===== config.mk =====
export PLATFORM = sky130hd
export DESIGN_NAME = imu_stillness_idle_wake_controller_core
export DESIGN_NICKNAME = d
export VERILOG_FILES = /design/src/iswc_pkg.sv /design/src/imu_stillness_idle_wake_controller_core.sv /design/src/iswc_lane.sv /design/src/iswc_merge.sv
export SDC_FILE = /design/constraint.sdc
export NUM_CORES = 2
export LEC_CHECK = 0
export ABC_CLOCK_PERIOD_IN_PS = 11300
export BUFFER_PORTS_ARGS = -buffer_cell sky130_fd_sc_hd__buf_4
export CAP_MARGIN = 10
export CORE_MARGIN = 2
export CORE_UTILIZATION = 35
export CTS_CLUSTER_SIZE = 8
export DETAILED_ROUTE_END_ITERATION = 8
export SLEW_MARGIN = 10
export SYNTH_ARGS = -nofsm -noshare
export SYNTH_HDL_FRONTEND = slang
export SYNTH_HIERARCHICAL = 1
export SYNTH_SLANG_ARGS = --single-unit

===== constraint.sdc =====
create_clock -name clk -period 11.3 [get_ports clk]
set_clock_uncertainty 0.15 [all_clocks]
set_input_delay 2.26 -clock clk [delete_from_list [all_inputs] [get_ports clk]]
set_output_delay 2.26 -clock clk [all_outputs]
set_load 0.05 [all_outputs]

===== src/iswc_pkg.sv =====
`default_nettype none

package iswc_pkg;

    localparam int AXES        = 3;
    localparam int PORT_AXES   = 3;

    localparam int SAMPLE_W    = 16;
    localparam int LIMIT_W     = 16;
    localparam int FILL_W      = 10;
    localparam int RUN_W       = 16;
    localparam int BEAT_W      = 8;
    localparam int MODE_W      = 2;
    localparam int SEND_W      = 2;
    localparam int CFG_INDEX_W = 3;
    localparam int CFG_DATA_W  = 16;

    localparam logic signed [SAMPLE_W-1:0] AXIS_MAX = 16'sh7FFF;
    localparam logic signed [SAMPLE_W-1:0] AXIS_MIN = 16'sh8000;

    localparam logic [LIMIT_W-1:0] STILL_PEAK_LIMIT_RST   = 16'd143;
    localparam logic [FILL_W-1:0]  BLOCK_LENGTH_RST       = 10'd166;
    localparam logic [RUN_W-1:0]   IDLE_BLOCK_COUNT_RST   = 16'd300;
    localparam logic [LIMIT_W-1:0] WAKE_GYRO_LIMIT_RST    = 16'd143;
    localparam logic [LIMIT_W-1:0] WAKE_ACCEL_LIMIT_RST   = 16'd820;
    localparam logic [BEAT_W-1:0]  HEARTBEAT_INTERVAL_RST = 8'd13;

    localparam logic [SEND_W-1:0] SEND_NONE = 2'd0;
    localparam logic [SEND_W-1:0] SEND_ONE  = 2'd1;
    localparam logic [SEND_W-1:0] SEND_TWO  = 2'd2;

    typedef enum logic [CFG_INDEX_W-1:0] {
        CFG_STILL_PEAK_LIMIT   = 3'd0,
        CFG_BLOCK_LENGTH       = 3'd1,
        CFG_IDLE_BLOCK_COUNT   = 3'd2,
        CFG_WAKE_GYRO_LIMIT    = 3'd3,
        CFG_WAKE_ACCEL_LIMIT   = 3'd4,
        CFG_HEARTBEAT_INTERVAL = 3'd5
    } cfg_index_t;

    typedef logic signed [SAMPLE_W-1:0] sample_t;

    typedef struct packed {
        logic track;
        logic clear;
        logic latch_rest;
        logic follow_rest;
    } lane_ctrl_t;

    typedef struct packed {
        logic peak_over;
        logic moved;
    } lane_flags_t;

    typedef struct packed {
        logic [MODE_W-1:0] op_mode;
        logic [SEND_W-1:0] send_count;
        logic              entered_idle;
        logic              woke_up;
        logic              sensor_error;
    } result_t;

endpackage

`default_nettype wire


===== src/imu_stillness_idle_wake_controller_core.sv =====
`default_nettype none

// Channel  Handshake              Beat
// input    in_valid / in_stall    gyro_x..z, accel_x..z, wired_link, read_failed
// output   out_valid / out_stall  op_mode, send_count, entered_idle, woke_up, sensor_error
// config   cfg_we                 cfg_index, cfg_data
//
// One beat per cycle in while in_stall is low, one result beat in the cycle after it is accepted.
// Each axis lane and the mode/counter merge handle a sample combinationally, with their state registered.
// in_stall is high only while a result beat sits in the output register stalled.
// rst_n clears mode, counters, block extremes and rest values at once.

module imu_stillness_idle_wake_controller_core (
    input  wire                                  clk,
    input  wire                                  rst_n,
    input  wire                                  in_valid,
    output logic                                 in_stall,
    input  wire signed [iswc_pkg::SAMPLE_W-1:0]  gyro_x,
    input  wire signed [iswc_pkg::SAMPLE_W-1:0]  gyro_y,
    input  wire signed [iswc_pkg::SAMPLE_W-1:0]  gyro_z,
    input  wire signed [iswc_pkg::SAMPLE_W-1:0]  accel_x,
    input  wire signed [iswc_pkg::SAMPLE_W-1:0]  accel_y,
    input  wire signed [iswc_pkg::SAMPLE_W-1:0]  accel_z,
    input  wire                                  wired_link,
    input  wire                                  read_failed,
    output logic                                 out_valid,
    input  wire                                  out_stall,
    output logic [iswc_pkg::MODE_W-1:0]          op_mode,
    output logic [iswc_pkg::SEND_W-1:0]          send_count,
    output logic                                 entered_idle,
    output logic                                 woke_up,
    output logic                                 sensor_error,
    input  wire                                  cfg_we,
    input  wire [iswc_pkg::CFG_INDEX_W-1:0]      cfg_index,
    input  wire [iswc_pkg::CFG_DATA_W-1:0]       cfg_data
);

    logic [iswc_pkg::LIMIT_W-1:0] still_peak_limit_reg;
    logic [iswc_pkg::FILL_W-1:0]  block_length_reg;
    logic [iswc_pkg::RUN_W-1:0]   idle_block_count_reg;
    logic [iswc_pkg::LIMIT_W-1:0] wake_gyro_limit_reg;
    logic [iswc_pkg::LIMIT_W-1:0] wake_accel_limit_reg;
    logic [iswc_pkg::BEAT_W-1:0]  heartbeat_interval_reg;

    logic                  out_valid_reg, out_valid_next;
    iswc_pkg::result_t     out_reg;
    iswc_pkg::result_t     res;
    iswc_pkg::lane_ctrl_t  ctrl;
    iswc_pkg::lane_flags_t flags [iswc_pkg::AXES];
    iswc_pkg::sample_t     gyro_in  [iswc_pkg::PORT_AXES];
    iswc_pkg::sample_t     accel_in [iswc_pkg::PORT_AXES];
    logic                  accept;

    assign gyro_in[0]  = gyro_x;
    assign gyro_in[1]  = gyro_y;
    assign gyro_in[2]  = gyro_z;
    assign accel_in[0] = accel_x;
    assign accel_in[1] = accel_y;
    assign accel_in[2] = accel_z;

    assign in_stall = out_valid_reg && out_stall;
    assign accept   = in_valid && !in_stall;

    always_ff @(posedge clk or negedge rst_n)
    begin
        if (!rst_n)
        begin
            still_peak_limit_reg   <= iswc_pkg::STILL_PEAK_LIMIT_RST;
            block_length_reg       <= iswc_pkg::BLOCK_LENGTH_RST;
            idle_block_count_reg   <= iswc_pkg::IDLE_BLOCK_COUNT_RST;
            wake_gyro_limit_reg    <= iswc_pkg::WAKE_GYRO_LIMIT_RST;
            wake_accel_limit_reg   <= iswc_pkg::WAKE_ACCEL_LIMIT_RST;
            heartbeat_interval_reg <= iswc_pkg::HEARTBEAT_INTERVAL_RST;
        end
        else if (cfg_we)
        begin
            case (cfg_index)
                iswc_pkg::CFG_STILL_PEAK_LIMIT:
                    still_peak_limit_reg <= cfg_data[iswc_pkg::LIMIT_W-1:0];
                iswc_pkg::CFG_BLOCK_LENGTH:
                    block_length_reg <= cfg_data[iswc_pkg::FILL_W-1:0];
                iswc_pkg::CFG_IDLE_BLOCK_COUNT:
                    idle_block_count_reg <= cfg_data[iswc_pkg::RUN_W-1:0];
                iswc_pkg::CFG_WAKE_GYRO_LIMIT:
                    wake_gyro_limit_reg <= cfg_data[iswc_pkg::LIMIT_W-1:0];
                iswc_pkg::CFG_WAKE_ACCEL_LIMIT:
                    wake_accel_limit_reg <= cfg_data[iswc_pkg::LIMIT_W-1:0];
                iswc_pkg::CFG_HEARTBEAT_INTERVAL:
                    heartbeat_interval_reg <= cfg_data[iswc_pkg::BEAT_W-1:0];
                default:
                    still_peak_limit_reg <= still_peak_limit_reg;
            endcase
        end
    end

    for (genvar i = 0; i < iswc_pkg::AXES; i++)
    begin : g_lane
        iswc_lane u_lane (
            .clk              (clk),
            .rst_n            (rst_n),
            .gyro             (gyro_in[i]),
            .accel            (accel_in[i]),
            .ctrl             (ctrl),
            .still_peak_limit (still_peak_limit_reg),
            .wake_gyro_limit  (wake_gyro_limit_reg),
            .wake_accel_limit (wake_accel_limit_reg),
            .flags            (flags[i])
        );
    end

    iswc_merge u_merge (
        .clk                (clk),
        .rst_n              (rst_n),
        .step               (accept),
        .wired_link         (wired_link),
        .read_failed        (read_failed),
        .flags              (flags),
        .block_length       (block_length_reg),
        .idle_block_count   (idle_block_count_reg),
        .heartbeat_interval (heartbeat_interval_reg),
        .ctrl               (ctrl),
        .res                (res)
    );

    always_comb
    begin
        out_valid_next = out_valid_reg;
        if (accept)
        begin
            out_valid_next = 1'b1;
        end
        else if (!out_stall)
        begin
            out_valid_next = 1'b0;
        end
    end

    always_ff @(posedge clk or negedge rst_n)
    begin
        if (!rst_n)
        begin
            out_valid_reg <= 1'b0;
        end
        else
        begin
            out_valid_reg <= out_valid_next;
        end
    end

    always_ff @(posedge clk)
    begin
        if (accept)
        begin
            out_reg <= res;
        end
    end

    assign out_valid    = out_valid_reg;
    assign op_mode      = out_reg.op_mode;
    assign send_count   = out_reg.send_count;
    assign entered_idle = out_reg.entered_idle;
    assign woke_up      = out_reg.woke_up;
    assign sensor_error = out_reg.sensor_error;

    a_accept_valid: assert property (@(posedge clk) disable iff (!rst_n)
        accept |=> out_valid_reg)
        else $error("accepted beat produced no result");

    a_error_quiet: assert property (@(posedge clk) disable iff (!rst_n)
        out_valid_reg && out_reg.sensor_error |-> out_reg.send_count == iswc_pkg::SEND_NONE)
        else $error("failed read requested a packet");

    a_out_hold: assert property (@(posedge clk) disable iff (!rst_n)
        out_valid_reg && out_stall |=> out_valid_reg && $stable(out_reg))
        else $error("stalled result beat changed");

endmodule

`default_nettype wire


===== src/iswc_lane.sv =====
`default_nettype none

module iswc_lane (
    input  wire                              clk,
    input  wire                              rst_n,
    input  iswc_pkg::sample_t                gyro,
    input  iswc_pkg::sample_t                accel,
    input  iswc_pkg::lane_ctrl_t             ctrl,
    input  wire [iswc_pkg::LIMIT_W-1:0]      still_peak_limit,
    input  wire [iswc_pkg::LIMIT_W-1:0]      wake_gyro_limit,
    input  wire [iswc_pkg::LIMIT_W-1:0]      wake_accel_limit,
    output iswc_pkg::lane_flags_t            flags
);

    iswc_pkg::sample_t low_reg, low_next;
    iswc_pkg::sample_t high_reg, high_next;
    iswc_pkg::sample_t rest_gyro_reg, rest_gyro_next;
    iswc_pkg::sample_t rest_accel_reg, rest_accel_next;

    iswc_pkg::sample_t                    low_upd;
    iswc_pkg::sample_t                    high_upd;
    logic signed [iswc_pkg::SAMPLE_W:0]   span;
    logic signed [iswc_pkg::SAMPLE_W:0]   gdiff;
    logic signed [iswc_pkg::SAMPLE_W:0]   adiff;
    logic        [iswc_pkg::SAMPLE_W:0]   gabs;
    logic        [iswc_pkg::SAMPLE_W:0]   aabs;
    logic signed [iswc_pkg::SAMPLE_W:0]   gstep;

    always_comb
    begin
        low_upd  = (gyro < low_reg)  ? gyro : low_reg;
        high_upd = (gyro > high_reg) ? gyro : high_reg;
        span     = (iswc_pkg::SAMPLE_W+1)'(high_upd) - (iswc_pkg::SAMPLE_W+1)'(low_upd);

        gdiff = (iswc_pkg::SAMPLE_W+1)'(gyro)  - (iswc_pkg::SAMPLE_W+1)'(rest_gyro_reg);
        adiff = (iswc_pkg::SAMPLE_W+1)'(accel) - (iswc_pkg::SAMPLE_W+1)'(rest_accel_reg);
        gabs  = gdiff[iswc_pkg::SAMPLE_W] ? (iswc_pkg::SAMPLE_W+1)'(-gdiff) : gdiff;
        aabs  = adiff[iswc_pkg::SAMPLE_W] ? (iswc_pkg::SAMPLE_W+1)'(-adiff) : adiff;

        // truncate toward zero
        gstep = gdiff[iswc_pkg::SAMPLE_W] ? ((gdiff + 17'sd7) >>> 3) : (gdiff >>> 3);

        flags.peak_over = span > $signed({1'b0, still_peak_limit});
        flags.moved     = (gabs[iswc_pkg::SAMPLE_W-1:0] > wake_gyro_limit)
                       || (aabs[iswc_pkg::SAMPLE_W-1:0] > wake_accel_limit);

        low_next        = low_reg;
        high_next       = high_reg;
        rest_gyro_next  = rest_gyro_reg;
        rest_accel_next = rest_accel_reg;

        if (ctrl.clear)
        begin
            low_next  = iswc_pkg::AXIS_MAX;
            high_next = iswc_pkg::AXIS_MIN;
        end
        else if (ctrl.track)
        begin
            low_next  = low_upd;
            high_next = high_upd;
        end

        if (ctrl.latch_rest)
        begin
            rest_gyro_next  = gyro;
            rest_accel_next = accel;
        end
        else if (ctrl.follow_rest)
        begin
            rest_gyro_next = rest_gyro_reg + $signed(gstep[iswc_pkg::SAMPLE_W-1:0]);
        end
    end

    always_ff @(posedge clk or negedge rst_n)
    begin
        if (!rst_n)
        begin
            low_reg        <= iswc_pkg::AXIS_MAX;
            high_reg       <= iswc_pkg::AXIS_MIN;
            rest_gyro_reg  <= '0;
            rest_accel_reg <= '0;
        end
        else
        begin
            low_reg        <= low_next;
            high_reg       <= high_next;
            rest_gyro_reg  <= rest_gyro_next;
            rest_accel_reg <= rest_accel_next;
        end
    end

endmodule

`default_nettype wire


===== src/iswc_merge.sv =====
`default_nettype none

module iswc_merge (
    input  wire                               clk,
    input  wire                               rst_n,
    input  wire                               step,
    input  wire                               wired_link,
    input  wire                               read_failed,
    input  iswc_pkg::lane_flags_t             flags [iswc_pkg::AXES],
    input  wire [iswc_pkg::FILL_W-1:0]        block_length,
    input  wire [iswc_pkg::RUN_W-1:0]         idle_block_count,
    input  wire [iswc_pkg::BEAT_W-1:0]        heartbeat_interval,
    output iswc_pkg::lane_ctrl_t              ctrl,
    output iswc_pkg::result_t                 res
);

    typedef enum logic [iswc_pkg::MODE_W-1:0] {
        ST_RADIO = 2'd0,
        ST_IDLE  = 2'd1,
        ST_WIRED = 2'd2
    } state_t;

    state_t                        state_reg, state_next, state_link;
    logic [iswc_pkg::FILL_W-1:0]   fill_reg, fill_next, fill_inc;
    logic [iswc_pkg::RUN_W-1:0]    run_reg, run_next, run_link, run_sat, run_blk;
    logic [iswc_pkg::BEAT_W-1:0]   beat_reg, beat_next, beat_inc;
    logic                          ok;
    logic                          any_moved;
    logic                          any_over;
    logic                          blk_end;
    logic                          enter;
    logic                          beat_hit;

    always_comb
    begin
        any_moved = 1'b0;
        any_over  = 1'b0;
        for (int i = 0; i < iswc_pkg::AXES; i++)
        begin
            any_moved = any_moved | flags[i].moved;
            any_over  = any_over  | flags[i].peak_over;
        end

        state_link = state_reg;
        run_link   = run_reg;
        if (wired_link && state_reg != ST_WIRED)
        begin
            state_link = ST_WIRED;
        end
        else if (!wired_link && state_reg == ST_WIRED)
        begin
            state_link = ST_RADIO;
            run_link   = '0;
        end

        ok       = step && !read_failed;
        fill_inc = fill_reg + 1'b1;
        blk_end  = fill_inc >= block_length;
        run_sat  = (run_link == '1) ? run_link : run_link + 1'b1;
        run_blk  = any_over ? '0 : run_sat;
        enter    = run_blk >= idle_block_count;
        beat_inc = beat_reg + 1'b1;
        beat_hit = beat_inc >= heartbeat_interval;

        state_next = state_link;
        fill_next  = fill_reg;
        run_next   = run_link;
        beat_next  = beat_reg;
        ctrl       = '0;

        res.send_count   = iswc_pkg::SEND_NONE;
        res.entered_idle = 1'b0;
        res.woke_up      = 1'b0;
        res.sensor_error = read_failed;

        if (ok)
        begin
            case (state_link)
                ST_IDLE:
                begin
                    ctrl.follow_rest = 1'b1;
                    if (any_moved)
                    begin
                        state_next     = ST_RADIO;
                        run_next       = '0;
                        fill_next      = '0;
                        ctrl.clear     = 1'b1;
                        res.send_count = iswc_pkg::SEND_ONE;
                        res.woke_up    = 1'b1;
                    end
                    else if (beat_hit)
                    begin
                        beat_next      = '0;
                        res.send_count = iswc_pkg::SEND_ONE;
                    end
                    else
                    begin
                        beat_next = beat_inc;
                    end
                end
                ST_RADIO:
                begin
                    ctrl.track     = 1'b1;
                    res.send_count = iswc_pkg::SEND_ONE;
                    fill_next      = fill_inc;
                    if (blk_end)
                    begin
                        ctrl.clear = 1'b1;
                        fill_next  = '0;
                        run_next   = run_blk;
                        if (enter)
                        begin
                            ctrl.latch_rest  = 1'b1;
                            beat_next        = '0;
                            state_next       = ST_IDLE;
                            res.send_count   = iswc_pkg::SEND_TWO;
                            res.entered_idle = 1'b1;
                        end
                    end
                end
                default:
                begin
                    state_next = state_link;
                end
            endcase
        end

        res.op_mode = state_next;
    end

    always_ff @(posedge clk or negedge rst_n)
    begin
        if (!rst_n)
        begin
            state_reg <= ST_RADIO;
            fill_reg  <= '0;
            run_reg   <= '0;
            beat_reg  <= '0;
        end
        else if (step)
        begin
            state_reg <= state_next;
            fill_reg  <= fill_next;
            run_reg   <= run_next;
            beat_reg  <= beat_next;
        end
    end

    a_enter_idle: assert property (@(posedge clk) disable iff (!rst_n)
        step && res.entered_idle |=> state_reg == ST_IDLE)
        else $error("entered idle but mode is not idle");

    a_wired: assert property (@(posedge clk) disable iff (!rst_n)
        step && wired_link |=> state_reg == ST_WIRED)
        else $error("wired link did not force wired mode");

    a_fail_hold: assert property (@(posedge clk) disable iff (!rst_n)
        step && read_failed |=> $stable(fill_reg) && $stable(beat_reg))
        else $error("failed read changed block or heartbeat count");

    a_wake_radio: assert property (@(posedge clk) disable iff (!rst_n)
        step && res.woke_up |=> state_reg == ST_RADIO && run_reg == '0)
        else $error("wake did not return to radio mode");

endmodule

`default_nettype wire

==> impl_metrics.json <==
{
  "tightest_slew_ps": 1200,
  "clock_path_buffers": 3,
  "cts_tree": "yes",
  "root_buffer": "clkbuf_16",
  "async_flop_share": 0.978,
  "syn_area_per_cell_um2": 8.50,
  "cpMostUsedCell": "a21oi_1",
  "yosysTopAreaCell": "dfrtp_1",
  "clkSinkCount": 318,
  "area.growth.synth_to_final_pct": 11.8,
  "finalCritPeriodShare": 0.941,
  "min_path_type": "reg -> reg",
  "io_pins": 131,
  "ctsHoldBuffers": 0,
  "clkSlewWorstSetupHoldPaths_ps": 50,
  "cp.depth": 43,
  "wl_um": 94800,
  "yosys_most_used_dff": "dfrtp_1",
  "hold_violations": 0,
  "slowest_delay_ps": 580,
  "status": "finished, final reports clean",
  "grt_pass1_wl_um": 151000,
  "cts-htree-levels": 2,
  "internal_power_uw": 6130,
  "fillCellCount": 9656,
  "cellLeakagePower_uw": 0.0177,
  "final_cell_mix": "inv_1, ha_1, nor2_1",
  "p_switching_uw": 5700,
  "core_um2": 93600,
  "seq_power_share": 0.159,
  "ir_worst_vdd_mv": 0.200,
  "finalSetupViolCount": 0,
  "ys_seq_elements": 318,
  "min_from": "heartbeat_interval_reg[5]",
  "drtAntennaViolNets": 0,
  "crit_slowest_cell": "or3_1",
  "syn-instance-count": 3902,
  "num_rows": 112,
  "drc": 0,
  "fmax_mhz": 94.1,
  "synth_cell_types": 114,
  "period_minus_slack_ps": 10630,
  "synthesis.area_um2": 33200,
  "r2r-start": "g_lane[1].u_lane/high_reg[1]",
  "powerDensity_nw_per_um2": 319,
  "cts_buffers": 47,
  "drive_gt1_frac": 0.123,
  "arrival_ps": 10970,
  "cp_max_fo": 64,
  "swShare": 0.482,
  "r2r_slack_ps": 2020,
  "grt_pass1_vias": 27000,
  "synth_top_cell_area_share": 0.179,
  "mostFrequentLayoutCell": "inv_1",
  "dieArea_um2": 97200,
  "place.gp.congestion": 0.914,
  "crit_family": "compound AO/OA/AOI/OAI gates",
  "final_util": 0.396,
  "num_vias": 28100,
  "startpoint_type": "input pin",
  "worst_slack_ps": 669,
  "slew_viol_final": 0,
  "synth-edff-count": 7,
  "cp-end-kind": "flop",
  "pwr-share-comb": 0.722,
  "grt_max_degree": 77,
  "firstDrtPassIters": 6,
  "detailed_place_hpwl_um": 74100,
  "portBuffers": 130,
  "die_w_um": 312,
  "die_h_um": 312,
  "maxSlewHeadroom": 0.199,
  "reg2reg_depth": 43,
  "cp.required_ps": 11640,
  "synth_area_leaders": "dfrtp_1, ha_1, dfstp_2",
  "initial_core_util": 0.354,
  "nets": 4621,
  "avgViaCountPerCell": 5.29,
  "p_clk_frac": 0.119,
  "grt_antenna_before_repair": 8,
  "holdPathStages": 1,
  "first_iter_violations": 1825,
  "cp-startpoint": "gyro_y[1]",
  "cap_viol_max_count": 0,
  "wl_per_cell_um": 17.8,
  "track_usage": 0.192,
  "clock_latency_ps": 630,
  "yosysSeqAreaShare": 0.244,
  "synthesis.nets": 4505,
  "place_ws_ps": -10.6,
  "grt-ovfl-total": 0,
  "path_class": "in -> reg",
  "path_buf_inv": 5,
  "yosysWarnings": 6
}
timing repair:
action,CTS,global route
gates resized for setup,0,3
setup buffers,0,0
endpoints found under the setup margin,0,53
cells in the mapped netlist (56+ instances only):
cell      number
a21o_1        98
a21oi_1      208
clkbuf_1      72
dfrtp_1      237
dfstp_2       74
ha_1         469
inv_1        477
mux2_2       100
mux2i_1      129
nand2_1      262
nand3_1       77
nand4_1       56
nor2_1       307
o21a_1        63
o21ai_0      237
xnor2_1      215
xor2_1        58
worst reg2reg max path, delay by kind of cell, from the launching register on:
kind,cells,cell delay (ps)
AOI/OAI and AO/OA,22,4010
and+or+nand+nor,8,1730
adders and majority gates,5,1390
buffers and inverters,5,1010
DFF,1,370
xor gates and xnor gates,2,250
muxes,1,240
final timing paths:
path	endpoint
max	g_lane[0].u_lane/rest_gyro_reg[8]
min	heartbeat_interval_reg[5]
max reg2reg	g_lane[0].u_lane/rest_gyro_reg[8]
min reg2reg	heartbeat_interval_reg[5]
max in group asynchronous	g_lane[0].u_lane/rest_gyro_reg[7]
min in group asynchronous	u_merge/fill_reg[7]
power groups by stage:
stage          combinational, uW  sequential [uW]  clock (uW)
6_report                    8540             1880        1410
2_1_floorplan               6580             1740           0
3_3_place_gp                8340             1880           0
3_5_place_dp                8450             1890           0
5_1_grt                     9670             1920        1500
4_1_cts                     8510             1880        1460
cells by family (layout without fill, tap and decap cells):
| logic type | count (synthesis) | count (layout) | share of synthesized area |
|---|---|---|---|
| compound gates | 989 | 989 | 0.202 |
| xor+xnor | 279 | 279 | 0.0754 |
| fa+ha+maj | 481 | 481 | 0.184 |
| buf+inv | 582 | 734 | 0.0691 |
| flops | 318 | 318 | 0.244 |
| mux | 230 | 230 | 0.0732 |
| other cells | 0 | 1 | 0 |
| simple gates | 1023 | 1023 | 0.153 |
stage by stage:
step / TNS (ps) / instances / hold slack, ps / instance area [um^2] / power, uW
after global placement: 0 / 5223 / 339 / 35600 / 10200
after floorplan: 0 / 3902 / 329 / 33200 / 8320
after detailed placement: -34.0 / 5223 / 344 / 35600 / 10300
after global routing: -8.51 / 5309 / 368 / 37100 / 13100
after CTS: 0 / 5308 / 356 / 37000 / 11800
final: 0 / 5309 / 353 / 37100 / 11800
cell type report:
class / instances / area (um^2) / area share
diodes: 1 / 2.50 / 0.0000675
repair buffers: 170 / 1320 / 0.0356
multi-input cells: 3002 / 22800 / 0.616
well taps: 1254 / 1570 / 0.0423
clock buffers: 79 / 1330 / 0.0358
flip-flops and latches: 318 / 8090 / 0.218
clock inverters: 6 / 130 / 0.00351
inverters: 479 / 1810 / 0.0489
metal layers:
metal  vias to the layer above  track usage  wire length, um
met5                         -            0               80
met4                        14       0.0567             2650
met3                       140       0.0268             4400
li1                      14100            -                -
met2                       554        0.313            42800
met1                     13300        0.264            44900
Power figures use the tool's default switching activity.
